==> config.mk <==
export PLATFORM = sky130hd
export DESIGN_NAME = sqvr_quad_fifo
export DESIGN_NICKNAME = d
export VERILOG_FILES = /design/src/rtl/sprite_quad_vertex_rotator_defines.svh /design/src/rtl/sqvr_pkg.sv /design/src/rtl/sqvr_quad_fifo.sv
export SDC_FILE = /design/constraint.sdc
export NUM_CORES = 1
export LEC_CHECK = 0
export BUFFER_PORTS_ARGS = -buffer_cell sky130_fd_sc_hd__buf_2
export CAP_MARGIN = 10
export CORE_MARGIN = 4
export CORE_UTILIZATION = 35
export DETAILED_ROUTE_END_ITERATION = 8
export PLACE_DENSITY_LB_ADDON = 0.08
export SETUP_SLACK_MARGIN = 0.5
export SYNTH_ARGS = -nofsm -noshare
export SYNTH_HDL_FRONTEND = slang
export SYNTH_SLANG_ARGS = --single-unit
export TNS_END_PERCENT = 5
==> constraint.sdc <==
create_clock -name clk -period 42.8 [get_ports clk]
set_clock_uncertainty 0.05 [all_clocks]
set_input_delay 8.56 -clock clk [delete_from_list [all_inputs] [get_ports clk]]
set_output_delay 8.56 -clock clk [all_outputs]
set_load 0.005 [all_outputs]
==> src/rtl/sprite_quad_vertex_rotator_defines.svh <==
// ----------------------------------------------------------------------------
// Sprite quad vertex rotator assertion macros
// Shared concurrent assertion forms used by the top level.
// ----------------------------------------------------------------------------
`ifndef SPRITE_QUAD_VERTEX_ROTATOR_DEFINES_SVH
`define SPRITE_QUAD_VERTEX_ROTATOR_DEFINES_SVH

// Same-cycle implication, checked outside reset.
`define SQVR_ASSERT_IMPL(lbl, ante, cons, msg) \
  lbl: assert property (@(posedge clk) disable iff (rst) (ante) |-> (cons)) else $error(msg);

// Next-cycle implication, checked outside reset.
`define SQVR_ASSERT_NEXT(lbl, ante, cons, msg) \
  lbl: assert property (@(posedge clk) disable iff (rst) (ante) |=> (cons)) else $error(msg);

// Next-cycle implication that also covers the reset cycles.
`define SQVR_ASSERT_ALWAYS_NEXT(lbl, ante, cons, msg) \
  lbl: assert property (@(posedge clk) (ante) |=> (cons)) else $error(msg);

`endif

==> src/rtl/sqvr_pkg.sv <==
// ----------------------------------------------------------------------------
// Sprite quad vertex rotator package
// Types, constants and the sine table shared by the rotator modules.
// ----------------------------------------------------------------------------
`timescale 1ns / 1ps

package sqvr_pkg;

  localparam int TRIG_FRAC_BITS = 14;
  localparam int TRIG_W         = TRIG_FRAC_BITS + 2;   // signed sin/cos
  localparam int PROD_W         = TRIG_FRAC_BITS + 25;  // 23 x TRIG_W product
  localparam int CTR_W          = TRIG_FRAC_BITS + 27;  // doubled centre, scaled
  localparam int SUM_W          = TRIG_FRAC_BITS + 29;  // corner accumulator

  localparam int ANGLE_STEPS = 360;
  localparam int ANGLE_BIAS  = 92 * ANGLE_STEPS;       // makes any 16-bit angle positive
  localparam int RECIP_SHIFT = 25;
  localparam int RECIP_MULT  = (1 << RECIP_SHIFT) / ANGLE_STEPS + 1;

  localparam int OFIFO_DEPTH = 4;

  localparam logic [63:0] PI_Q30 = 64'd3373259426;

  typedef enum logic [0:0] {
    REG_CAMERA_X = 1'b0,
    REG_CAMERA_Y = 1'b1
  } cfg_reg_t;

  typedef enum logic [1:0] {
    CORNER_TL = 2'd0,
    CORNER_TR = 2'd1,
    CORNER_BL = 2'd2,
    CORNER_BR = 2'd3
  } corner_t;

  // One quad after setup, as the corner generator needs it.
  typedef struct packed {
    logic signed [CTR_W-1:0]  cx;
    logic signed [CTR_W-1:0]  cy;
    logic signed [PROD_W-1:0] wc;
    logic signed [PROD_W-1:0] ws;
    logic signed [PROD_W-1:0] hc;
    logic signed [PROD_W-1:0] hs;
    logic [15:0]              u_left;
    logic [15:0]              u_right;
    logic [15:0]              v_top;
    logic [15:0]              v_bottom;
    logic [31:0]              rgba;
  } quad_t;

  typedef struct packed {
    logic signed [23:0] x;
    logic signed [23:0] y;
    logic [15:0]        u;
    logic [15:0]        v;
    logic [31:0]        rgba;
    corner_t            corner;
    logic               last;
  } vertex_t;

  typedef logic [90:0][TRIG_FRAC_BITS:0] sin_tab_t;

  // Quarter-wave sine for 0..90 degrees, built at elaboration from a
  // truncated Taylor series in Q2.30 and rounded half up.
  function automatic sin_tab_t build_sin_tab();
    sin_tab_t           tab;
    logic [63:0]        x;
    logic [63:0]        x2;
    logic [63:0]        term;
    logic signed [63:0] sum;
    logic [63:0]        rnd;
    for (int k = 0; k <= 90; k++) begin
      x    = (64'(k) * PI_Q30) / 64'd180;
      x2   = (x * x) >> 30;
      term = x;
      sum  = $signed(x);
      for (int n = 1; n <= 8; n++) begin
        term = ((term * x2) >> 30) / 64'((2 * n) * (2 * n + 1));
        if ((n % 2) == 1) begin
          sum = sum - $signed(term);
        end else begin
          sum = sum + $signed(term);
        end
      end
      if (sum < 0) begin
        sum = 64'sd0;
      end
      rnd    = ($unsigned(sum) + (64'd1 << (29 - TRIG_FRAC_BITS))) >> (30 - TRIG_FRAC_BITS);
      tab[k] = rnd[TRIG_FRAC_BITS:0];
    end
    return tab;
  endfunction

  localparam sin_tab_t SIN_TAB = build_sin_tab();

endpackage

==> src/rtl/sqvr_quad_fifo.sv <==
// ----------------------------------------------------------------------------
// Sprite quad vertex rotator quad queue
// Two-entry queue of prepared quads between front end and corner generator.
// ----------------------------------------------------------------------------
`timescale 1ns / 1ps

module sqvr_quad_fifo import sqvr_pkg::*; (
  input  logic  clk,
  input  logic  rst,
  input  logic  wr_en,
  input  quad_t wr_data,
  output logic  full,
  input  logic  rd_en,
  output quad_t rd_data,
  output logic  valid
);

  quad_t       entries [2];
  logic        wptr;
  logic        rptr;
  logic [1:0]  count;

  assign full    = (count == 2'd2);
  assign valid   = (count != 2'd0);
  assign rd_data = entries[rptr];

  always_ff @(posedge clk) begin
    if (rst) begin
      wptr  <= 1'b0;
      rptr  <= 1'b0;
      count <= 2'd0;
    end else begin
      if (wr_en) begin
        wptr <= ~wptr;
      end
      if (rd_en) begin
        rptr <= ~rptr;
      end
      count <= count + 2'(wr_en) - 2'(rd_en);
    end
  end

  always_ff @(posedge clk) begin
    if (wr_en) begin
      entries[wptr] <= wr_data;
    end
  end

endmodule

Word-level counts from Yosys, hierarchy flattened
Memories as Yosys holds them, arrays and structs flattened. A register that Yosys moved wholly into a read port is not among the register bits.
Index checks and enable logic that the tools add are counted.

storage, ports and cells
  flip-flop bits (word level) = 4
  bits in writable memories = 668
  bits of input ports = 338
  output and inout bits = 336
  word-level logic and storage cells = 14
  memories kept = 1

memory list
  name     words  bits a word  read ports  clocked after Yosys merged registers in  wr ports  RTL line              RTL
  entries  2      334          1           1                                        1         sqvr_quad_fifo.sv:18  quad_t entries [2];

cells by class
  add/subtract/negate cells = 2
  equal/unequal tests = 1
  muxes and demuxes = 4
  bitwise logic cells = 2
  reductions and logical operators = 1

operators with widths
  kind                                         number
  1-bit 2-to-1 mux                             4
  2-bit by 1-bit adder with 2-bit output       1
  2-bit equality test, second input constant   1
  1-bit inverter                               2
  2-bit nonzero test                           1
  2-bit by 1-bit subtractor with 2-bit output  1

Longest topological paths before layout
Gate-level depths: netlist (run 1).

  depth after elaboration = 3
  gate-level depth with buffers = 6
  gate-level depth less buffers = 6

Worst setup path before layout (run 1)
OpenSTA, ideal clock, no wires.

  kind = input to register
  start point = input wr_en
  end point = memory entries[0][0] in the netlist's numbering, enable pin
  library setup time = 1.077 ns
  arrival time = 22.907 ns
  data required time = 41.673 ns
  setup slack = 18.766 ns
  cell stages on the path = 1
  buffers on the path = 0
  path through = nor2b_1

on the way
  cells in the longest elaborated chain, start to end = 2

ends and longest elaborated chain
  item                                    RTL line              RTL
  from (decl)                             sqvr_quad_fifo.sv:10  input logic wr_en,
  1-bit 2-to-1 mux                        sqvr_quad_fifo.sv:44  if (wr_en) begin
  1-bit 2-to-1 mux (not written as such)  sqvr_quad_fifo.sv:45  entries[wptr] <= wr_data;
  to (decl)                               sqvr_quad_fifo.sv:18

No other way between the ends.

==> results.toml, run 1 <==
[synth]
syn_nets = 1400
synth.yosys.warnings = 0
synth_area_per_cell_um2 = 24.0
netlist_instances = 1060
netlist_area_mm2 = 0.0254
yosysUniqueCellTypes = 14
ys_ff_latch = 673
synth-seq-area-share_pct = 79.4

[die]
effective_utilization_at_floorplan_pct = 35.4
design.die.area_mm2 = 0.0769
design.portCount = 674
design.core.area_mm2 = 0.0717
fp.dieH_um = 277
num_rows = 98
die_width_um = 277

[grt]
grt_pass1_wl_um = 90200
groute.usage.overall_pct = 15.9
grt_max_degree = 180
grt.overflow.total = 0
vias_in_the_first_global_route = 13600
antenna_found_initial = 28

[worst_hold_path]
holdCritPathClass = "reg2reg"

[final_layout]
layout-drive-gt1-share_pct = 60.9
layout_commonest_cell = "sky130_fd_sc_hd__buf_2"
fillers = 6391
area_growth_syn_to_layout_pct = 26.4
fin_nets = 2124
sequential_cell_area_mm2 = 0.0202
post-route-cell-area_mm2 = 0.0321
finish.cell_count_without_fillers = 2807
multi_input_area_mm2 = 0.00486
layout_common_cells = "673 x sky130_fd_sc_hd__buf_2, 668 x sky130_fd_sc_hd__edfxtp_1, 260 x sky130_fd_sc_hd__mux2_4"

[place]
gp_congestion = 0.763
placed_cell_area_mm2 = 0.0297
port_buffers = 673
place.detailed.instances = 2657
dp_hpwl_um = 44500

[detailed_routing]
detail-route-antenna-nets = 0
drc = 0
detail_route.wirelength.met1_um = 21800
wire_length_on_met2_um = 34900
drt_first_iter_violations = 585
top_sig_layer = "met5"
vias_per_cell = 4.49
drtPass1Iterations = 4
dr_total_vias = 12600
post_drt_wl_per_cell_um = 22.6
dr_wl_met3_um = 4740
drt_wl_total_um = 63500

[sta]
timing.setup.tns_ns = 0
timing.max_slew.rel_slack_pct = 22.1
max_slew.worst_pin.slew_ns = 1.17
hold_viol_final = 0
period_needed_ns = 12.53
fmax_mhz = 79.8
final_worst_path_cycle_share_pct = 29.3
rsz_0062_raised_after_global_routing = "false"
finalMaxSlewViolations = 0
setup-violations-final = 0

[clock_network]
cts-resized-gates = 0
clockRootBuffer = "sky130_fd_sc_hd__clkbuf_16"
path_clk_slew_ns = 0.06
cts-buffers-inserted = 75
h-tree-depth = 3
cts_tree = "done"
clock_sink_count = 673
cts_hold_buf = 0
post_cts.repair.setup_buffers = 0
cts-root-to-sink-buffers = 3
clk_latency_ns = 0.60

[pwr]
total_leakage_power_nw = 12.5
pwr_density_cell_mw_per_mm2 = 48.6
power.total_mw = 1.56
ir_worst_vdd_v = 0.0000356

[setup_path]
critical_path_s_top_delay_family = "buffers and inverters"
critical_path_arrival_ns = 3.92
critical_path_required_ns = 34.19
critical_path.max_stage_delay_ns = 0.93
critPathCaptureType = "output pin"
cp_slowest_cell = "sky130_fd_sc_hd__dfxtp_4"
setup.worst_path.class = "reg2out"
worst_path_cell_trace = "buf_4, buf_4, mux2_2, buf_2"
crit_path_launch_type = "flip-flop"
combined_buffer_and_inverter_count_along_the_critical_path = 3
cp_max_fo = 58
path_common_cell = "sky130_fd_sc_hd__buf_4"

[status]
status = "finished clean"

[run]
maximum_capacitance_violations = 0
-- registers in the layout, summed over array words and instances (netlist names), named ones only --
name	cells
entries	668
rptr	1
count	2
wptr	1
-- where the power goes --
group	leakage (nW)	switching, mW	total, mW	internal [mW]
Combinational	5.01	0.0824	0.171	0.0886
Sequential	6.31	0.0110	0.782	0.771
Clock	1.14	0.253	0.606	0.353
-- cell type report --
type | instances | share of cell area (%)
clock inverters | 43 | 1.20
inverters | 2 | 0.0234
well taps | 950 | 3.70
flip-flops and latches | 673 | 62.8
clock buffers | 93 | 6.13
diodes | 14 | 0.109
multi-input cells | 348 | 15.1
repair buffers | 684 | 10.9
-- path summary, 6_finish.rpt --
kind,slack [ns],depth (start not counted),from,endpoint
worst max-delay path,30.27,4,flip-flop,rd_data[28]
worst min-delay path,0.46,2,rptr,rptr
worst max register to register,39.48,3,wptr,entries[1][163]
worst min register to register,0.46,2,rptr,rptr
-- routing by layer --
layer  GRT usage (%)  vias to the layer above
li1                -                     5718
met1            16.5                     6336
met2            29.4                      412
met3            5.60                      115
met4            6.39                       24
met5               0                        -
-- cell usage after synthesis, drive strengths merged --
cell type | count | area share (%)
edfxtp | 668 | 79
mux2 | 334 | 19
buf | 37 | 1.5
dfxtp | 5 | 0.39
nor2 | 4 | 0.059
nor2b | 3 | 0.074
ha | 2 | 0.099
inv | 2 | 0.030
xnor2 | 2 | 0.069
and2 | 1 | 0.025
or2 | 1 | 0.025
xnor3 | 1 | 0.089
-- worst register-to-register path, stage by stage, from the launching register on --
cell and delay, ns:
sky130_fd_sc_hd__dfxtp_1 0.41, sky130_fd_sc_hd__and2_4 0.63, sky130_fd_sc_hd__buf_12 0.75, sky130_fd_sc_hd__buf_4 1.03
-- metrics by stage --
stage / hold WS (ns) / utilization [%] / setup WS (ns)
2_1_floorplan: 0.430 / - / 18.77
3_3_place_gp: 0.446 / 41.4 / 30.78
3_5_place_dp: 0.450 / 41.4 / 30.77
4_1_cts: 0.470 / 44.7 / 30.12
5_1_grt: 0.494 / 44.7 / 30.01
6_report: 0.462 / 44.7 / 30.27
-- logic make-up after synthesis --
logic type,Yosys count,share of synthesized area (%)
xor gates and xnor gates,3,0.158
adders and majority gates,2,0.0986
buffers and inverters,39,1.50
DFF,673,79.4
muxes,334,18.7
and+or+nand+nor,9,0.182
(Power assumes the default switching activity.)
==> inputs of run 2 (changes only) <==
Clock period 42.8 ns to 12 ns, I/O delays scaled along.
==> run 2 against run 1 <==
Effect of this change:
- combinational power rose to 3.6 times the previous value
- critical path depth fell by 1
- critical path type unchanged
- worst hold slack improved by 0.0031 ns
- flip-flop and latch count did not move
- die area did not move
- clock power rose to 3.6 times the previous value
- largest power group unchanged
- register-to-register slack got worse by 31 ns
- via count barely moved
- utilization rose by 0.080 points
- cell area rose by 0.18%
==> results.toml, run 2 (synthesis results as in run 1) <==
[grt]
grt_max_degree = 150
grt_pass1_wl_um = 89200
grt.overflow.total = 0
groute.usage.overall_pct = 15.8
vias_in_the_first_global_route = 13200
antenna_found_initial = 29

[clock_network]
clk_latency_ns = 0.61
path_clk_slew_ns = 0.05
cts-root-to-sink-buffers = 3
cts-resized-gates = 0
post_cts.repair.setup_buffers = 0
clock_sink_count = 673
cts_tree = "done"
cts_hold_buf = 0
h-tree-depth = 3
cts-buffers-inserted = 76
clockRootBuffer = "sky130_fd_sc_hd__clkbuf_16"

[worst_hold_path]
hp-start = "rptr"
worst_hold_path.endpoint = "rptr"
holdCritPathClass = "reg2reg"
hold_depth = 2

[sta]
rsz_0062_raised_after_global_routing = "false"
period_needed_ns = 5.59
worst_slack_ns = 6.41
hold_viol_final = 0
fmax_mhz = 179
timing.setup.tns_ns = 0
timing.max_slew.rel_slack_pct = 23.2
max_slew.worst_pin.slew_ns = 1.15
final_worst_path_cycle_share_pct = 46.6
setup-violations-final = 0
finalMaxSlewViolations = 0

[detailed_routing]
detail-route-antenna-nets = 0
drc = 0
drt_wl_total_um = 63400
dr_total_vias = 12600
post_drt_wl_per_cell_um = 22.5
vias_per_cell = 4.48
drt_first_iter_violations = 626
drtPass1Iterations = 5

[die]
fp.dieH_um = 277
effective_utilization_at_floorplan_pct = 35.4
num_rows = 98
design.portCount = 674
die_width_um = 277
design.die.area_mm2 = 0.0769
design.core.area_mm2 = 0.0717

[final_layout]
largest_reg_flops = 668
fillers = 6397
post-route-cell-area_mm2 = 0.0321
layout_common_cells = "673 x sky130_fd_sc_hd__buf_2, 668 x sky130_fd_sc_hd__edfxtp_1, 260 x sky130_fd_sc_hd__mux2_4"
fin_nets = 2123
layout-drive-gt1-share_pct = 60.5
area_growth_syn_to_layout_pct = 26.6
largest_registers = "entries x668, count x2"
layout_commonest_cell = "sky130_fd_sc_hd__buf_2"
post-route-util_pct = 44.8
largest_register = "entries"

[setup_path]
combined_buffer_and_inverter_count_along_the_critical_path = 2
critPathCaptureType = "output pin"
reg2reg_slack_ns = 8.62
cp_num_cells = 3
setup.worst_path.class = "reg2out"
cp_max_fo = 124
critical_path_required_ns = 9.55
crit_path_launch_type = "flip-flop"
critical_path_arrival_ns = 3.14
timing.reg2reg.worst_path_depth = 3
cp_slowest_cell = "sky130_fd_sc_hd__dfxtp_4"
worst_path_cell_trace = "buf_12, mux2_2, buf_2"
launching_point_of_the_worst_reg2reg_path = "wptr"
critical_path_s_top_delay_family = "flip-flops"
regToRegEndpoint = "entries[0][75]"
critical_path.max_stage_delay_ns = 0.99

[place]
port_buffers = 673
placed_cell_area_mm2 = 0.0297
dp_hpwl_um = 43500
pre_cts_slack_ns = 6.30
gp_congestion = 0.745

[pwr]
pwr_density_cell_mw_per_mm2 = 175
power.share.clock_pct = 39.4
switching_part_of_the_total_pct = 21.9
ir_worst_vdd_v = 0.000111
comb_power_share_pct = 10.9
switching_power_mw = 1.23
internal_power_mw = 4.39
total_leakage_power_nw = 12.5
power.total_mw = 5.62
reg_power_share_pct = 49.7

[run]
maximum_capacitance_violations = 0

[status]
status = "finished clean"
## run 2: cell count changes in the layout (fill, tap and decap cells not counted), sizes merged
cell,before,now
buf,684,682
bufinv,4,6
clkbuf,93,96
clkinvlp,3,1
diode,14,19
inv,5,3
## run 2: power groups by stage
| stage | clock network [mW] | registers [mW] | logic (mW) |
|---|---|---|---|
| floorplan | 0 | 2.85 | 0.347 |
| global placement | 0 | 2.83 | 0.626 |
| detailed placement | 0 | 2.84 | 0.628 |
| CTS | 2.30 | 2.79 | 0.630 |
| global route | 2.41 | 2.80 | 0.655 |
| finish | 2.21 | 2.79 | 0.611 |
## run 2: how the worst max path moves through the flow
| stage | from | endpoint | slack, ns |
|---|---|---|---|
| 5_1_grt | flip-flop | rd_data[26] | 6.22 |
| 3_5_place_dp | wr_en | entries[0][224] | 6.30 |
| 3_3_place_gp | wr_en | entries[0][225] | 6.31 |
| 6_report | flip-flop | rd_data[26] | 6.41 |
| 2_1_floorplan | wr_en | entries[1][0] | 1.34 |
| 4_1_cts | flip-flop | rd_data[26] | 6.33 |
## run 2: metal layers
metal	global-route usage, %	routed length [um]
met1	16.1	21300
met2	29.4	35000
met3	5.96	5040
met5	0	109
met4	5.80	1950
## run 2: worst min-delay path, stage by stage (launching register included)
cell and delay [ns]:
sky130_fd_sc_hd__dfxtp_1 0.32, sky130_fd_sc_hd__xnor2_1 0.09, sky130_fd_sc_hd__nor2_1 0.08
## run 2: final cells by class
| type | instances | area [um^2] | area share, % |
|---|---|---|---|
| Antenna cell | 19 | 47.5 | 0.148 |
| Clock buffer | 96 | 2020 | 6.28 |
| Clock inverter | 41 | 365 | 1.14 |
| Inverter | 2 | 7.51 | 0.0234 |
| Multi-Input combinational cell | 348 | 4860 | 15.1 |
| Sequential cell | 673 | 20200 | 62.7 |
| Tap cell | 950 | 1190 | 3.70 |
| Timing Repair Buffer | 682 | 3500 | 10.9 |
## run 2: per-stage QoR
stage	std cells	hold slack, ns
after CTS	2792	0.470
after global placement	2655	0.450
after detailed placement	2655	0.454
after floorplan	1060	0.430
after global routing	2802	0.504
final	2811	0.465
==> inputs of run 3 (changes only) <==
Settings changed: ABC_AREA from default to 1.
Clock period 12 ns to 4.9 ns, I/O delays scaled along.
==> run 3 against run 2 <==
Effect of this change:
- power up 140%
- worst hold slack improved by 0.0052 ns
- sequential share of layout area shrank 0.41 points
- critical endpoint is now rd_data[178]
- critical path type unchanged
- sequential power up 140%
- routed wire length increased by 0.83%
- first-iteration DRC count is 3.7% higher
==> results.toml, run 3 <==
[place]
gp_congestion = 0.779
placed_cell_area_mm2 = 0.0300
dp_hpwl_um = 45900
port_buffers = 673
place.detailed.instances = 2687

[pwr]
reg_power_share_pct = 50.0
comb_power_share_pct = 10.6
ir_worst_vdd_v = 0.000258
switching_part_of_the_total_pct = 21.5
internal_power_mw = 10.6
pwr_density_cell_mw_per_mm2 = 418
switching_power_mw = 2.91
total_leakage_power_nw = 12.6
power.share.clock_pct = 39.4

[final_layout]
largest_registers = "entries x668, count x2"
layout-drive-gt1-share_pct = 61.2
layout_common_cells = "673 x sky130_fd_sc_hd__buf_2, 668 x sky130_fd_sc_hd__edfxtp_1, 260 x sky130_fd_sc_hd__mux2_4"
layout_commonest_cell = "sky130_fd_sc_hd__buf_2"
post-route-util_pct = 45.1
largest_reg_flops = 668
post-route-cell-area_mm2 = 0.0324
fin_nets = 2154
area_growth_syn_to_layout_pct = 27.4
largest_register = "entries"
finish.cell_count_without_fillers = 2830

[setup_path]
critical_path_required_ns = 3.87
critical_path_arrival_ns = 2.52
setup.worst_path.class = "reg2out"
critPathCaptureType = "output pin"
crit_path_launch_type = "flip-flop"
cp_max_fo = 56

[synth]
synth_enable_flop_cells = 668
netlist_instances = 1070
netlist_area_mm2 = 0.0254
synth.yosys.warnings = 0
synthDominantCellAreaShare_pct = 79.0
ys_ff_latch = 673
ys_dominant_reg_cell = "sky130_fd_sc_hd__edfxtp_1"
syn_nets = 1410
async_flop_share_pct = 0
ys_top_cells_by_area = "sky130_fd_sc_hd__edfxtp_1 79%, sky130_fd_sc_hd__mux2_4 15%, sky130_fd_sc_hd__mux2_2 3.3%"
yosysUniqueCellTypes = 14
leading_area_contributor_after_synthesis = "sky130_fd_sc_hd__edfxtp_1"
synth-seq-area-share_pct = 79.4
synthMostInstantiatedCell = "sky130_fd_sc_hd__edfxtp_1"
synth.top_cells.by_count = "668 x sky130_fd_sc_hd__edfxtp_1, 260 x sky130_fd_sc_hd__mux2_4, 74 x sky130_fd_sc_hd__mux2_2"
synth_area_per_cell_um2 = 23.7

[detailed_routing]
detail-route-antenna-nets = 0
drtPass1Iterations = 6
post_drt_wl_per_cell_um = 22.6
vias_per_cell = 4.49
drt_first_iter_violations = 649
dr_total_vias = 12700
drt_wl_total_um = 63900
drc = 0

[clock_network]
cts-root-to-sink-buffers = 3
post_cts.repair.setup_buffers = 0
clockRootBuffer = "sky130_fd_sc_hd__clkbuf_16"
cts-buffers-inserted = 75
h-tree-depth = 3
cts-resized-gates = 0
clk_latency_ns = 0.59
clock_sink_count = 673
cts_tree = "done"
path_clk_slew_ns = 0.06
cts_hold_buf = 0

[die]
num_rows = 98
fp.dieH_um = 277
die_width_um = 277
design.portCount = 674
design.core.area_mm2 = 0.0717
effective_utilization_at_floorplan_pct = 35.4
design.die.area_mm2 = 0.0769

[sta]
hold_viol_final = 0
fmax_mhz = 282
max_slew.worst_pin.slew_ns = 0.831
rsz_0062_raised_after_global_routing = "false"
period_needed_ns = 3.55
timing.max_slew.rel_slack_pct = 44.5
final_worst_path_cycle_share_pct = 72.4
finalMaxSlewViolations = 0
setup-violations-final = 0

[grt]
groute.usage.overall_pct = 16.1
grt_max_degree = 93
grt_pass1_wl_um = 91000
vias_in_the_first_global_route = 13700
antenna_found_initial = 34
grt.overflow.total = 0

[run]
maximum_capacitance_violations = 0

[worst_hold_path]
holdCritPathClass = "reg2reg"

[status]
status = "finished clean"
-- run 3: cells by family (layout without fill, tap and decap cells) --
group,Yosys count,count (layout),share of synthesized area (%)
DFF,673,673,79.4
buffers and inverters,45,840,1.59
adders and majority gates,2,2,0.0985
xor gates and xnor gates,1,1,0.0345
muxes,334,334,18.7
and+or+nand+nor,14,14,0.217
other,0,15,0
AOI/OAI and AO/OA,1,1,0.0197
-- run 3: final timing paths --
kind / from / endpoint / slack (ns) / depth (start not counted)
max: flip-flop / rd_data[178] / 1.35 / 3
min: rptr / rptr / 0.47 / 2
max reg2reg: wptr / entries[0][29] / 2.76 / 3
min reg2reg: rptr / rptr / 0.47 / 2
-- run 3: final cells by class --
type | count | area, um^2
clock inverter | 31 | 278
antenna | 15 | 37.5
tap | 950 | 1190
fill | 6348 | 39400
clock buffer | 97 | 2050
sequential | 673 | 20200
timing repair buffer | 704 | 3740
inverter | 8 | 46.3
multi-input combinational | 352 | 4850
-- run 3: through the flow --
step / setup TNS (ns) / hold WS [ns] / worst slack [ns] / power (mW)
2_1_floorplan: -1028.06 / 0.430 / -1.58 / 7.70
3_3_place_gp: 0 / 0.447 / 1.84 / 8.34
3_5_place_dp: 0 / 0.452 / 1.83 / 8.36
4_1_cts: 0 / 0.461 / 1.28 / 13.8
5_1_grt: 0 / 0.483 / 1.22 / 14.1
6_report: 0 / 0.470 / 1.35 / 13.5
-- run 3: critical path, cell delays in order (launching register included) --
cell	delay (ns)
sky130_fd_sc_hd__dfxtp_4	0.85
sky130_fd_sc_hd__buf_12	0.45
sky130_fd_sc_hd__mux2_4	0.34
sky130_fd_sc_hd__buf_2	0.16
-- run 3: power by group through the flow --
stage | Combinational, mW | Clock (mW) | Sequential [mW]
floorplan | 0.801 | 0 | 6.90
global placement | 1.47 | 0 | 6.87
detailed placement | 1.48 | 0 | 6.89
CTS | 1.48 | 5.55 | 6.76
global route | 1.55 | 5.79 | 6.79
finish | 1.43 | 5.34 | 6.76
-- run 3: metal layers --
| metal | wire, um | track usage [%] | part of all wire, % | vias to the layer above |
|---|---|---|---|---|
| met3 | 5920 | 6.51 | 9.3 | 123 |
| li1 | - | - | - | 5773 |
| met4 | 1790 | 6.15 | 2.8 | 28 |
| met1 | 22100 | 16.7 | 35 | 6338 |
| met5 | 183 | 0 | 0.29 | - |
| met2 | 33900 | 29.0 | 53 | 438 |
